--- config.mk ---
export PLATFORM = sky130hd
export DESIGN_NAME = video_unit_register_interface
export DESIGN_NICKNAME = d
export VERILOG_FILES = /design/src/hw/rtl/vuri_pkg.sv /design/src/hw/rtl/vuri_front.sv /design/src/hw/rtl/vuri_queue.sv /design/src/hw/rtl/vuri_back.sv /design/src/hw/rtl/video_unit_register_interface.sv
export SDC_FILE = /design/constraint.sdc
export NUM_CORES = 2
export LEC_CHECK = 0
export ABC_AREA = 1
export BUFFER_PORTS_ARGS = -buffer_cell sky130_fd_sc_hd__buf_4
export CELL_PAD_IN_SITES_DETAIL_PLACEMENT = 1
export CELL_PAD_IN_SITES_GLOBAL_PLACEMENT = 2
export CORE_AREA = 2 2 589 357
export CTS_BUF_LIST = sky130_fd_sc_hd__clkbuf_8 sky130_fd_sc_hd__clkbuf_16
export DETAILED_ROUTE_END_ITERATION = 7
export DIE_AREA = 0 0 591 359
export PLACE_DENSITY_LB_ADDON = 0.08
export SYNTH_ARGS = -nofsm -noshare
export SYNTH_HDL_FRONTEND = slang
export SYNTH_SLANG_ARGS = --single-unit
--- constraint.sdc ---
create_clock -name clk -period 12.5 [get_ports clk]
set_input_delay 2.5 -clock clk [delete_from_list [all_inputs] [get_ports clk]]
set_output_delay 2.5 -clock clk [all_outputs]
set_load 0.01 [all_outputs]
--- src/hw/rtl/vuri_pkg.sv ---
`timescale 1ns / 1ps
`default_nettype none

package vuri_pkg;

  // sprite ram geometry
  localparam int OAM_BYTES = 256;
  localparam int OAM_AW    = $clog2(OAM_BYTES);

  // depth of the queue between front and back
  localparam int QUEUE_DEPTH = 2;

  // item opcodes
  localparam logic [1:0] OP_CPU_RD = 2'd0;
  localparam logic [1:0] OP_CPU_WR = 2'd1;
  localparam logic [1:0] OP_DMA    = 2'd2;
  localparam logic [1:0] OP_EVENT  = 2'd3;

  // register numbers
  localparam logic [2:0] REG_CTRL     = 3'd0;
  localparam logic [2:0] REG_MASK     = 3'd1;
  localparam logic [2:0] REG_STATUS   = 3'd2;
  localparam logic [2:0] REG_OAM_ADDR = 3'd3;
  localparam logic [2:0] REG_OAM_DATA = 3'd4;
  localparam logic [2:0] REG_SCROLL   = 3'd5;
  localparam logic [2:0] REG_ADDR     = 3'd6;
  localparam logic [2:0] REG_DATA     = 3'd7;

  // video memory access codes
  localparam logic [1:0] VOP_NONE  = 2'd0;
  localparam logic [1:0] VOP_READ  = 2'd1;
  localparam logic [1:0] VOP_WRITE = 2'd2;

  // pointer steps and masks
  localparam logic [15:0] STEP_NARROW = 16'h0001;
  localparam logic [15:0] STEP_WIDE   = 16'h0020;
  localparam int          CTRL_INC_BIT = 2;
  localparam int          CTRL_NMI_BIT = 7;

  typedef struct packed {
    logic [1:0] opcode;
    logic [2:0] reg_index;
    logic [7:0] write_data;
    logic [7:0] vram_read_data;
    logic [7:0] oam_slot;
    logic       overflow_seen;
    logic       hit_seen;
    logic       frame_done;
  } in_t;

  typedef struct packed {
    logic [7:0]  read_data;
    logic [1:0]  vram_op;
    logic [13:0] vram_addr;
    logic [7:0]  vram_wdata;
    logic        nmi_request;
    logic [7:0]  scroll_x_out;
    logic [7:0]  scroll_y_out;
    logic [7:0]  control_out;
    logic [7:0]  mask_out;
  } out_t;

  // decoded command kinds
  typedef enum logic [3:0] {
    CMD_NOP_RD,
    CMD_STATUS_RD,
    CMD_OAM_RD,
    CMD_DATA_RD,
    CMD_LATCH_WR,
    CMD_CTRL_WR,
    CMD_MASK_WR,
    CMD_OAM_ADDR_WR,
    CMD_OAM_DATA_WR,
    CMD_SCROLL_WR,
    CMD_ADDR_WR,
    CMD_DATA_WR,
    CMD_DMA,
    CMD_EVENT
  } cmd_kind_t;

  typedef struct packed {
    cmd_kind_t   kind;
    logic [7:0]  data;
    logic [7:0]  vdata;
    logic [OAM_AW-1:0] slot;
    logic        ovf;
    logic        hit;
    logic        frame;
  } cmd_t;

endpackage

`default_nettype wire

--- src/hw/rtl/vuri_front.sv ---
`timescale 1ns / 1ps
`default_nettype none

module vuri_front
  import vuri_pkg::*;
(
  input  in_t  item,
  output cmd_t cmd
);

  cmd_kind_t kind;

  always_comb begin
    kind = CMD_NOP_RD;
    case (item.opcode)
      OP_CPU_RD: begin
        case (item.reg_index)
          REG_STATUS:   kind = CMD_STATUS_RD;
          REG_OAM_DATA: kind = CMD_OAM_RD;
          REG_DATA:     kind = CMD_DATA_RD;
          default:      kind = CMD_NOP_RD;
        endcase
      end
      OP_CPU_WR: begin
        case (item.reg_index)
          REG_CTRL:     kind = CMD_CTRL_WR;
          REG_MASK:     kind = CMD_MASK_WR;
          REG_STATUS:   kind = CMD_LATCH_WR;
          REG_OAM_ADDR: kind = CMD_OAM_ADDR_WR;
          REG_OAM_DATA: kind = CMD_OAM_DATA_WR;
          REG_SCROLL:   kind = CMD_SCROLL_WR;
          REG_ADDR:     kind = CMD_ADDR_WR;
          REG_DATA:     kind = CMD_DATA_WR;
          default:      kind = CMD_LATCH_WR;
        endcase
      end
      OP_DMA:   kind = CMD_DMA;
      OP_EVENT: kind = CMD_EVENT;
      default:  kind = CMD_NOP_RD;
    endcase
  end

  // only the fields the back end needs travel on
  assign cmd.kind  = kind;
  assign cmd.data  = item.write_data;
  assign cmd.vdata = item.vram_read_data;
  assign cmd.slot  = item.oam_slot[OAM_AW-1:0];
  assign cmd.ovf   = item.overflow_seen;
  assign cmd.hit   = item.hit_seen;
  assign cmd.frame = item.frame_done;

endmodule

`default_nettype wire

--- src/hw/rtl/vuri_queue.sv ---
`timescale 1ns / 1ps
`default_nettype none

module vuri_queue
  import vuri_pkg::*;
#(
  parameter int DEPTH = QUEUE_DEPTH
) (
  input  logic clk,
  input  logic rst_n,
  input  logic push,
  input  cmd_t push_cmd,
  output logic full,
  input  logic pop,
  output logic head_valid,
  output cmd_t head_cmd
);

  localparam int PW = (DEPTH > 1) ? $clog2(DEPTH) : 1;
  localparam int CW = $clog2(DEPTH + 1);
  localparam logic [PW-1:0] LAST = PW'(DEPTH - 1);

  cmd_t          slot_r [DEPTH];
  logic [PW-1:0] wr_ptr_r, wr_ptr_nxt;
  logic [PW-1:0] rd_ptr_r, rd_ptr_nxt;
  logic [CW-1:0] count_r, count_nxt;

  always_comb begin
    wr_ptr_nxt = wr_ptr_r;
    rd_ptr_nxt = rd_ptr_r;
    count_nxt  = count_r;
    if (push) begin
      wr_ptr_nxt = (wr_ptr_r == LAST) ? '0 : wr_ptr_r + PW'(1);
    end
    if (pop) begin
      rd_ptr_nxt = (rd_ptr_r == LAST) ? '0 : rd_ptr_r + PW'(1);
    end
    if (push && !pop) begin
      count_nxt = count_r + CW'(1);
    end else if (pop && !push) begin
      count_nxt = count_r - CW'(1);
    end
  end

  always_ff @(posedge clk) begin
    if (!rst_n) begin
      wr_ptr_r <= '0;
      rd_ptr_r <= '0;
      count_r  <= '0;
    end else begin
      wr_ptr_r <= wr_ptr_nxt;
      rd_ptr_r <= rd_ptr_nxt;
      count_r  <= count_nxt;
    end
  end

  always_ff @(posedge clk) begin
    if (push) begin
      slot_r[wr_ptr_r] <= push_cmd;
    end
  end

  assign full       = (count_r == CW'(DEPTH));
  assign head_valid = (count_r != '0);
  assign head_cmd   = slot_r[rd_ptr_r];

endmodule

`default_nettype wire

--- src/hw/rtl/vuri_back.sv ---
`timescale 1ns / 1ps
`default_nettype none

module vuri_back
  import vuri_pkg::*;
(
  input  logic clk,
  input  logic rst_n,
  input  logic cmd_valid,
  input  cmd_t cmd,
  output logic cmd_pop,
  output logic out_valid,
  input  logic out_stall,
  output out_t out_data
);

  // architectural state
  logic [7:0]        ctrl_r, ctrl_nxt;
  logic [7:0]        mask_r, mask_nxt;
  logic              vblank_r, vblank_nxt;
  logic              hit_r, hit_nxt;
  logic              ovf_r, ovf_nxt;
  logic              toggle_r, toggle_nxt;
  logic [7:0]        scroll_x_r, scroll_x_nxt;
  logic [7:0]        scroll_y_r, scroll_y_nxt;
  logic [15:0]       vptr_r, vptr_nxt;
  logic [7:0]        rbuf_r, rbuf_nxt;
  logic [7:0]        latch_r, latch_nxt;
  logic              latch_ram_r, latch_ram_nxt;
  logic [OAM_AW-1:0] oam_ptr_r, oam_ptr_nxt;

  // sprite ram
  logic [7:0]        oam_mem [OAM_BYTES];
  logic [7:0]        ram_q_r;
  logic              ram_we, ram_re;
  logic [OAM_AW-1:0] ram_waddr;

  // result register
  logic              out_valid_r;
  out_t              out_r, out_nxt;
  logic              out_ram_r;

  logic              fire;
  logic [15:0]       step;
  logic [7:0]        latch_cur;
  logic [1:0]        vop;
  logic [13:0]       vaddr;
  logic [7:0]        vwdata;
  logic              nmi;

  assign fire      = cmd_valid && (!out_valid_r || !out_stall);
  assign cmd_pop   = fire;
  assign step      = ctrl_r[CTRL_INC_BIT] ? STEP_WIDE : STEP_NARROW;
  // latch may still be waiting in the sprite ram read register
  assign latch_cur = latch_ram_r ? ram_q_r : latch_r;

  always_comb begin
    ctrl_nxt      = ctrl_r;
    mask_nxt      = mask_r;
    vblank_nxt    = vblank_r;
    hit_nxt       = hit_r;
    ovf_nxt       = ovf_r;
    toggle_nxt    = toggle_r;
    scroll_x_nxt  = scroll_x_r;
    scroll_y_nxt  = scroll_y_r;
    vptr_nxt      = vptr_r;
    rbuf_nxt      = rbuf_r;
    latch_nxt     = latch_r;
    latch_ram_nxt = latch_ram_r;
    oam_ptr_nxt   = oam_ptr_r;
    ram_we        = 1'b0;
    ram_re        = 1'b0;
    ram_waddr     = oam_ptr_r;
    vop           = VOP_NONE;
    vaddr         = '0;
    vwdata        = '0;
    nmi           = 1'b0;
    case (cmd.kind)
      CMD_NOP_RD: begin
      end
      CMD_STATUS_RD: begin
        latch_nxt     = {vblank_r, hit_r, ovf_r, latch_cur[4:0]};
        latch_ram_nxt = 1'b0;
        vblank_nxt    = 1'b0;
        toggle_nxt    = 1'b0;
      end
      CMD_OAM_RD: begin
        ram_re        = 1'b1;
        latch_ram_nxt = 1'b1;
      end
      CMD_DATA_RD: begin
        latch_nxt     = rbuf_r;
        latch_ram_nxt = 1'b0;
        rbuf_nxt      = cmd.vdata;
        vop           = VOP_READ;
        vaddr         = vptr_r[13:0];
        vptr_nxt      = vptr_r + step;
      end
      CMD_LATCH_WR: begin
        latch_nxt     = cmd.data;
        latch_ram_nxt = 1'b0;
      end
      CMD_CTRL_WR: begin
        latch_nxt     = cmd.data;
        latch_ram_nxt = 1'b0;
        ctrl_nxt      = cmd.data;
      end
      CMD_MASK_WR: begin
        latch_nxt     = cmd.data;
        latch_ram_nxt = 1'b0;
        mask_nxt      = cmd.data;
      end
      CMD_OAM_ADDR_WR: begin
        latch_nxt     = cmd.data;
        latch_ram_nxt = 1'b0;
        oam_ptr_nxt   = cmd.data[OAM_AW-1:0];
      end
      CMD_OAM_DATA_WR: begin
        latch_nxt     = cmd.data;
        latch_ram_nxt = 1'b0;
        ram_we        = 1'b1;
        oam_ptr_nxt   = oam_ptr_r + OAM_AW'(1);
      end
      CMD_SCROLL_WR: begin
        latch_nxt     = cmd.data;
        latch_ram_nxt = 1'b0;
        if (!toggle_r) begin
          scroll_x_nxt = cmd.data;
        end else begin
          scroll_y_nxt = cmd.data;
        end
        toggle_nxt    = !toggle_r;
      end
      CMD_ADDR_WR: begin
        latch_nxt     = cmd.data;
        latch_ram_nxt = 1'b0;
        if (!toggle_r) begin
          vptr_nxt = {cmd.data, vptr_r[7:0]};
        end else begin
          vptr_nxt = {vptr_r[15:8], cmd.data};
        end
        toggle_nxt    = !toggle_r;
      end
      CMD_DATA_WR: begin
        latch_nxt     = cmd.data;
        latch_ram_nxt = 1'b0;
        vop           = VOP_WRITE;
        vaddr         = vptr_r[13:0];
        vwdata        = cmd.data;
        vptr_nxt      = vptr_r + step;
      end
      CMD_DMA: begin
        ram_we        = 1'b1;
        ram_waddr     = cmd.slot;
      end
      CMD_EVENT: begin
        if (cmd.ovf) begin
          ovf_nxt = 1'b1;
        end
        if (cmd.hit) begin
          hit_nxt = 1'b1;
        end
        if (cmd.frame) begin
          vblank_nxt = 1'b1;
          hit_nxt    = 1'b0;
          nmi        = ctrl_r[CTRL_NMI_BIT];
        end
      end
      default: begin
      end
    endcase
  end

  always_comb begin
    out_nxt.read_data    = latch_nxt;
    out_nxt.vram_op      = vop;
    out_nxt.vram_addr    = vaddr;
    out_nxt.vram_wdata   = vwdata;
    out_nxt.nmi_request  = nmi;
    out_nxt.scroll_x_out = scroll_x_nxt;
    out_nxt.scroll_y_out = scroll_y_nxt;
    out_nxt.control_out  = ctrl_nxt;
    out_nxt.mask_out     = mask_nxt;
  end

  always_ff @(posedge clk) begin
    if (!rst_n) begin
      ctrl_r      <= '0;
      mask_r      <= '0;
      vblank_r    <= 1'b1;
      hit_r       <= 1'b0;
      ovf_r       <= 1'b0;
      toggle_r    <= 1'b0;
      scroll_x_r  <= '0;
      scroll_y_r  <= '0;
      vptr_r      <= '0;
      rbuf_r      <= '0;
      latch_r     <= '0;
      latch_ram_r <= 1'b0;
      oam_ptr_r   <= '0;
      out_valid_r <= 1'b0;
      out_ram_r   <= 1'b0;
    end else begin
      if (fire) begin
        ctrl_r      <= ctrl_nxt;
        mask_r      <= mask_nxt;
        vblank_r    <= vblank_nxt;
        hit_r       <= hit_nxt;
        ovf_r       <= ovf_nxt;
        toggle_r    <= toggle_nxt;
        scroll_x_r  <= scroll_x_nxt;
        scroll_y_r  <= scroll_y_nxt;
        vptr_r      <= vptr_nxt;
        rbuf_r      <= rbuf_nxt;
        latch_r     <= latch_nxt;
        latch_ram_r <= latch_ram_nxt;
        oam_ptr_r   <= oam_ptr_nxt;
        out_valid_r <= 1'b1;
        out_ram_r   <= latch_ram_nxt;
      end else if (!out_stall) begin
        out_valid_r <= 1'b0;
      end
    end
  end

  always_ff @(posedge clk) begin
    if (fire) begin
      out_r <= out_nxt;
    end
  end

  // sprite ram: one write and one registered read port
  always_ff @(posedge clk) begin
    if (fire && ram_we) begin
      oam_mem[ram_waddr] <= cmd.data;
    end
  end

  always_ff @(posedge clk) begin
    if (fire && ram_re) begin
      ram_q_r <= oam_mem[oam_ptr_r];
    end
  end

  always_comb begin
    out_data = out_r;
    if (out_ram_r) begin
      out_data.read_data = ram_q_r;
    end
  end

  assign out_valid = out_valid_r;

endmodule

`default_nettype wire

--- src/hw/rtl/video_unit_register_interface.sv ---
// register interface of a tile video unit
// in_* channel: one beat per cpu register read or write, oam dma byte or
//   renderer status event; in_data carries the whole item as one struct
// out_* channel: exactly one result beat per input beat, in order, with the
//   open-bus latch value, any video memory access the item causes, the nmi
//   request and the current scroll, control and mask bytes
// a beat moves on a rising edge where valid is high and stall is low
// path: a taken item is written into the command queue, then the execute
//   stage pops it from the queue head and loads the output register that
//   drives the result beat; a receiver stall can keep items queued
// throughput: one item per cycle sustained while unstalled, set by the
//   execute stage; sprite ram reads use its registered port, no bubble
// reset (rst_n low, synchronous): control, mask, scroll, pointers, buffer
//   and latch clear, vblank sets, the queue empties; sprite ram contents
//   stay undefined until written
// receiver stall: the result beat holds, execution pauses, the queue absorbs
//   up to QUEUE_DEPTH_P more beats and then in_stall rises
`timescale 1ns / 1ps
`default_nettype none

module video_unit_register_interface
  import vuri_pkg::*;
#(
  parameter int QUEUE_DEPTH_P = QUEUE_DEPTH
) (
  input  logic clk,
  input  logic rst_n,
  // item channel
  input  logic in_valid,
  output logic in_stall,
  input  in_t  in_data,
  // result channel
  output logic out_valid,
  input  logic out_stall,
  output out_t out_data
);

  cmd_t front_cmd;   // decoded item from the front end
  cmd_t head_cmd;    // oldest queued command
  logic q_full;
  logic head_valid;
  logic head_pop;
  logic push;

  // accept whenever the queue has room
  assign push     = in_valid && !q_full;
  assign in_stall = q_full;

  // front: classify the item by opcode and register number
  vuri_front u_front (
    .item (in_data),
    .cmd  (front_cmd)
  );

  // queue decouples acceptance from execution
  vuri_queue #(
    .DEPTH (QUEUE_DEPTH_P)
  ) u_queue (
    .clk        (clk),
    .rst_n      (rst_n),
    .push       (push),
    .push_cmd   (front_cmd),
    .full       (q_full),
    .pop        (head_pop),
    .head_valid (head_valid),
    .head_cmd   (head_cmd)
  );

  // back: register state, sprite ram and result register
  vuri_back u_back (
    .clk       (clk),
    .rst_n     (rst_n),
    .cmd_valid (head_valid),
    .cmd       (head_cmd),
    .cmd_pop   (head_pop),
    .out_valid (out_valid),
    .out_stall (out_stall),
    .out_data  (out_data)
  );

endmodule

`default_nettype wire

; ---- Word level (Yosys, flattened, before mapping)
; Memories as Yosys holds them, arrays and structs flattened. A register that Yosys moved wholly into a read port is not among the register bits.
; Cells that the tools add are included.
[totals]
reg_bits = 147
ramBits = 2110
rom_bits = 32
inputBits = 36
out_inout_bits = 67
word_cells = 134
memories = 3
[mem_list]
columns = memory, words, word_bits, read_ports, rd_clocked_by_memory_dff, write_ports, line_no
row1 = u_back.oam_mem, 256, 8, 1, 1, 1, vuri_back.sv:33  ; logic [7:0] oam_mem [OAM_BYTES];
row2 = u_queue.slot_r, 2, 31, 1, 1, 1, vuri_queue.sv:23  ; cmd_t slot_r [DEPTH];
row3 = (name not given), 8, 4, 1, 0, 0, vuri_front.sv:25  ; case (item.reg_index)
[op_classes]
addsub = 6
eq_ne = 24
n_mux = 37
n_reduce_logical = 37
[ops]
columns = operator, count
row1 = 8-bit 2-to-1 mux, 8
row2 = 16-bit one-hot mux with 2 select lines, 1
row3 = 4-bit == test (second input constant), 6
row4 = 8-bit one-hot mux with 3 select lines, 1
row5 = 16-bit adder, 1
row6 = 4-bit by 3-bit == test with 1-bit output (second input constant), 4
row7 = 16-bit 2-to-1 mux, 1
row8 = 4-bit one-hot mux with 4 select lines, 1
row9 = 8-bit one-hot mux with 2 select lines, 1
row10 = 2-bit nonzero test, 8
row11 = 1-bit 2-to-1 mux, 15
row12 = 3-bit AND reduction, 5
row13 = 2-bit AND reduction, 5
row14 = 10-bit OR reduction, 1
row15 = 8-bit by 1-bit adder with 8-bit output (second input constant), 1
row16 = 4-bit by 2-bit == test with 1-bit output (second input constant), 2
row17 = 8-bit OR reduction, 1
row18 = 2-bit == test (second input constant), 3
row19 = 3-bit == test (second input constant), 2
row20 = 1-bit logical AND, 6
row21 = 1-bit logical NOT, 6
row22 = 6-bit 2-to-1 mux, 1
row23 = 1-bit one-hot mux with 2 select lines, 3
row24 = 2-bit one-hot mux with 3 select lines, 1
row25 = 14 further kinds, 20

; ---- Logic depth before layout (Yosys ltp)
[depth]
word_depth = 7
ltp_mapped = 19
mapped_depth_nobuf = 15

; ---- Hierarchy
; A second synthesis with hierarchy kept.
[hier_totals]
hier_cells = 8742
area_unflattened_um2 = 95385.2
[modules_own_cells]
columns = module, n_inst, cells_per_inst, area_per_inst_um2, seq_area_each_um2
row1 = vuri_back, 1, 8557, 92565.0, 65212.5
row2 = vuri_queue, 1, 131, 2472.4, 1961.9
row3 = vuri_front, 1, 52, 337.8, 0.0
row4 = video_unit_register_interface, 1, 2, 10.0, 0.0

; ---- Least setup slack after synthesis
; OpenSTA, ideal clock, no wires.
[synth_path]
path_type = in2reg
from = input out_stall
to = register (tool-made name)
setup_time_ns = 0.098
t_arrival_ns = 5.444
slack_ns = 6.958
stages = 6
n_path_buf = 1
cell_sequence = nand2_1 -> o21ai_1 -> inv_1 -> clkbuf_1 -> o21ai_0 -> a21oi_1
[synth_lines]
columns = item, line_no
row1 = start: declaration, video_unit_register_interface.sv:34  ; input logic out_stall,

==> flow_metrics.py <==
metrics = {
    "final_layout": {
        "drive_gt1_frac": 0.0659,
        "seq_area_mm2": 0.0672,
        "multi_input_area_mm2": 0.0228,
        "nNetsFinal": 8695,
        "syn_to_final_growth_pct": 10.4,
        "final_common_cell": "edfxtp_1",
        "final_area_mm2": 0.105,
        "final_cell_mix": "edfxtp_1, nand2_1, nor2_1",
        "fillCellCount": 22000,
    },
    "critical_path": {
        "rrSetupSlack_ns": 6.68,
        "crit_path_end": "u_back.ram_q_r[7]",
        "r2r_cells": 14,
        "crit_path_end_kind": "flop",
        "cp.arrival_ns": 6.56,
        "cp.required_ns": 13.24,
        "rr_startpoint": "u_back.oam_ptr_r[0]",
        "crit_path_max_fanout": 104,
        "r2r_end": "u_back.ram_q_r[7]",
        "startpoint": "u_back.oam_ptr_r[0]",
        "crit_type": "reg -> reg",
        "critical_path.startpoint_type": "flop",
    },
    "clock_network": {
        "cts_buffers": 218,
        "cts_setup_buffers": 0,
        "clk_path_buf_depth": 4,
        "htreeDepth": 4,
        "holdBufCountCts": 0,
        "cts_resized": 0,
        "clock_latency_ns": 0.89,
        "root_buffer": "clkbuf_16",
        "clock_sinks": 2264,
        "clk_pin_slew_ns": 0.06,
        "tritoncts": "built",
    },
    "placed_design": {
        "place_hpwl_mm": 187,
        "place_area_mm2": 0.0976,
        "pre_cts_slack_ns": 5.95,
        "gp_congestion": 0.861,
        "port_buffers": 102,
    },
    "yosys": {
        "netlist_instances": 8771,
        "synth.avg_cell_area_um2": 10.8,
        "yosysWarningCount": 0,
        "yosys.area_share.adder": 0.00106,
        "yosys.area_share.simple": 0.175,
        "synthMuxAreaShare": 0.00119,
        "synthXorXnorAreaFrac": 0.000370,
        "synth-seq-cells": 2264,
        "syn-num-nets": 8815,
        "synth_area_mm2": 0.0947,
        "ys_seq_area_frac": 0.709,
        "synth_top_family_by_area": "simple AND/OR/NAND/NOR gates",
        "synth.distinct_cells": 40,
        "synth-compound-area-share": 0.0625,
    },
    "routing": {
        "vias_per_cell": 5.62,
        "drt-initial-drc-count": 6846,
        "drcViolationCount": 0,
        "vias": 65200,
        "drtAntennaViolNets": 0,
        "first_pass_iters": 8,
        "wl_mm": 308,
        "wl_per_cell_um": 26.6,
    },
    "sta": {
        "fin_worst_skew_ns": 0.0493,
        "worst_pin_slew_ns": 1.23,
        "finalSetupTns_ns": 0,
        "clock.fmax_ghz": 0.172,
        "hold_slack_ns": 0.450,
        "drv_slew": 0,
        "grt_setup_unrepaired": "false",
        "setup_violations": 0,
        "finalWorstSetupSlack_ns": 6.68,
        "max-slew-margin-rel": 0.179,
        "period_share": 0.466,
        "hold_viol": 0,
        "finalCriticalPeriod_ns": 5.82,
    },
    "floorplan": {
        "initial_core_util": 0.457,
        "die_w_um": 591,
        "pin_count": 103,
        "dieArea_mm2": 0.212,
        "fp.dieH_um": 359,
        "std_cell_rows": 130,
        "fp.coreArea_mm2": 0.207,
    },
    "grt": {
        "grt_max_degree": 186,
        "antenna_found_initial": 24,
        "grt_pass1_vias": 65700,
        "gr-total-overflow": 0,
        "grt_pass1_wl_mm": 450,
        "track_usage": 0.288,
    },
    "worst_hold_path": {
        "hold_class": "reg -> reg",
    },
    "pwr": {
        "power_density_mw_per_mm2": 212,
        "ir_worst_vdd_mv": 0.153,
        "p_leak_nw": 38.6,
    },
    "run": {
        "maxCapViolCount": 0,
    },
    "outcome": {
        "status": "finished clean",
    },
}
-- cell usage after synthesis, drive strengths merged --
cell type	instances	share of area
a211oi	4	0.00032
a21oi	180	0.0095
a22oi	4	0.00032
a31oi	12	0.00079
and2	2	0.00013
buf	230	0.013
clkbuf	325	0.013
clkinv	8	0.00032
dfxtp	81	0.017
edfxtp	2183	0.69
ha	8	0.0011
inv	618	0.024
mux2	10	0.0012
nand2	2127	0.084
nand3	604	0.032
nand4	1	0.000066
nor2	1445	0.057
nor3	6	0.00044
nor4	1	0.000066
o2111ai	1	0.000093
o211ai	103	0.0082
o21a	4	0.00032
o21ai	796	0.042
o21bai	2	0.00016
o221ai	2	0.00019
o22ai	5	0.00033
o32ai	1	0.000093
or2	4	0.00026
xnor2	2	0.00019
xor2	2	0.00019
-- cell type report --
class,instances,area share
Sequential cell,2264,0.643
Antenna cell,3,0.0000718
Inverter,626,0.0233
Timing Repair Buffer,215,0.0162
Tap cell,2772,0.0332
Clock buffer,225,0.0539
Clock inverter,169,0.0124
Multi-Input combinational cell,5326,0.218
-- sequential cells by signal (all words and copies together), names as in the netlist, 14 cells and up, named ones only --
signal           flops
u_back.vptr_r       14
u_back.out_data     57
u_queue.slot_r      62
u_back.oam_mem    2048
-- worst max-delay path: stages (launching register included) --
cell and delay [ns]:
dfxtp_4 0.74, buf_4 0.69, buf_4 0.72, buf_4 0.81, buf_4 0.98, nor2_1 0.13, nor2_1 0.14, o21ai_0 0.24
o211ai_1 0.19, nand3_1 0.18, nand2_1 0.13, nand3_1 0.07, nand2_1 0.13, nand3_1 0.17, nand2_1 0.11
-- per-stage QoR --
step | std cells | util | total power, mW
finish | 11600 | 0.504 | 22.1
global route | 11600 | 0.504 | 23.0
CTS | 11600 | 0.504 | 22.2
detailed placement | 11200 | 0.471 | 15.6
global placement | 11200 | 0.471 | 15.5
floorplan | 8771 | - | 13.0
-- worst min-delay path by stage --
stage	start	endpoint	slack (ns)	depth (start not counted)
4_1_cts	u_queue.rd_ptr_r	flop	0.45	1
2_1_floorplan	u_queue.rd_ptr_r	flop	0.43	1
3_3_place_gp	u_queue.rd_ptr_r	flop	0.44	1
5_1_grt	u_queue.rd_ptr_r	flop	0.46	1
6_report	u_queue.rd_ptr_r	flop	0.45	1
3_5_place_dp	u_queue.rd_ptr_r	flop	0.45	1
-- power breakdown --
part	internal (mW)	total (mW)	switching, mW
clock network	3.69	6.61	2.92
logic	1.19	5.96	4.77
registers	9.41	9.55	0.142
total	14.3	22.1	7.83
-- cell families (layout without fill, tap and decap cells) --
kind of cell    after synthesis  after routing
buf+inv                    1181           1235
flops                      2264           2264
mux                          10             10
other cells                   0              3
compound gates             1114           1114
simple gates               4190           4190
fa+ha+maj                     8              8
xor+xnor                      4              4
-- layer usage --
metal,share of wire,track usage
met2,0.43,0.417
met4,0.016,0.0482
met5,0.000042,0
met3,0.090,0.0615
met1,0.47,0.450
(Power assumes the default switching activity.)
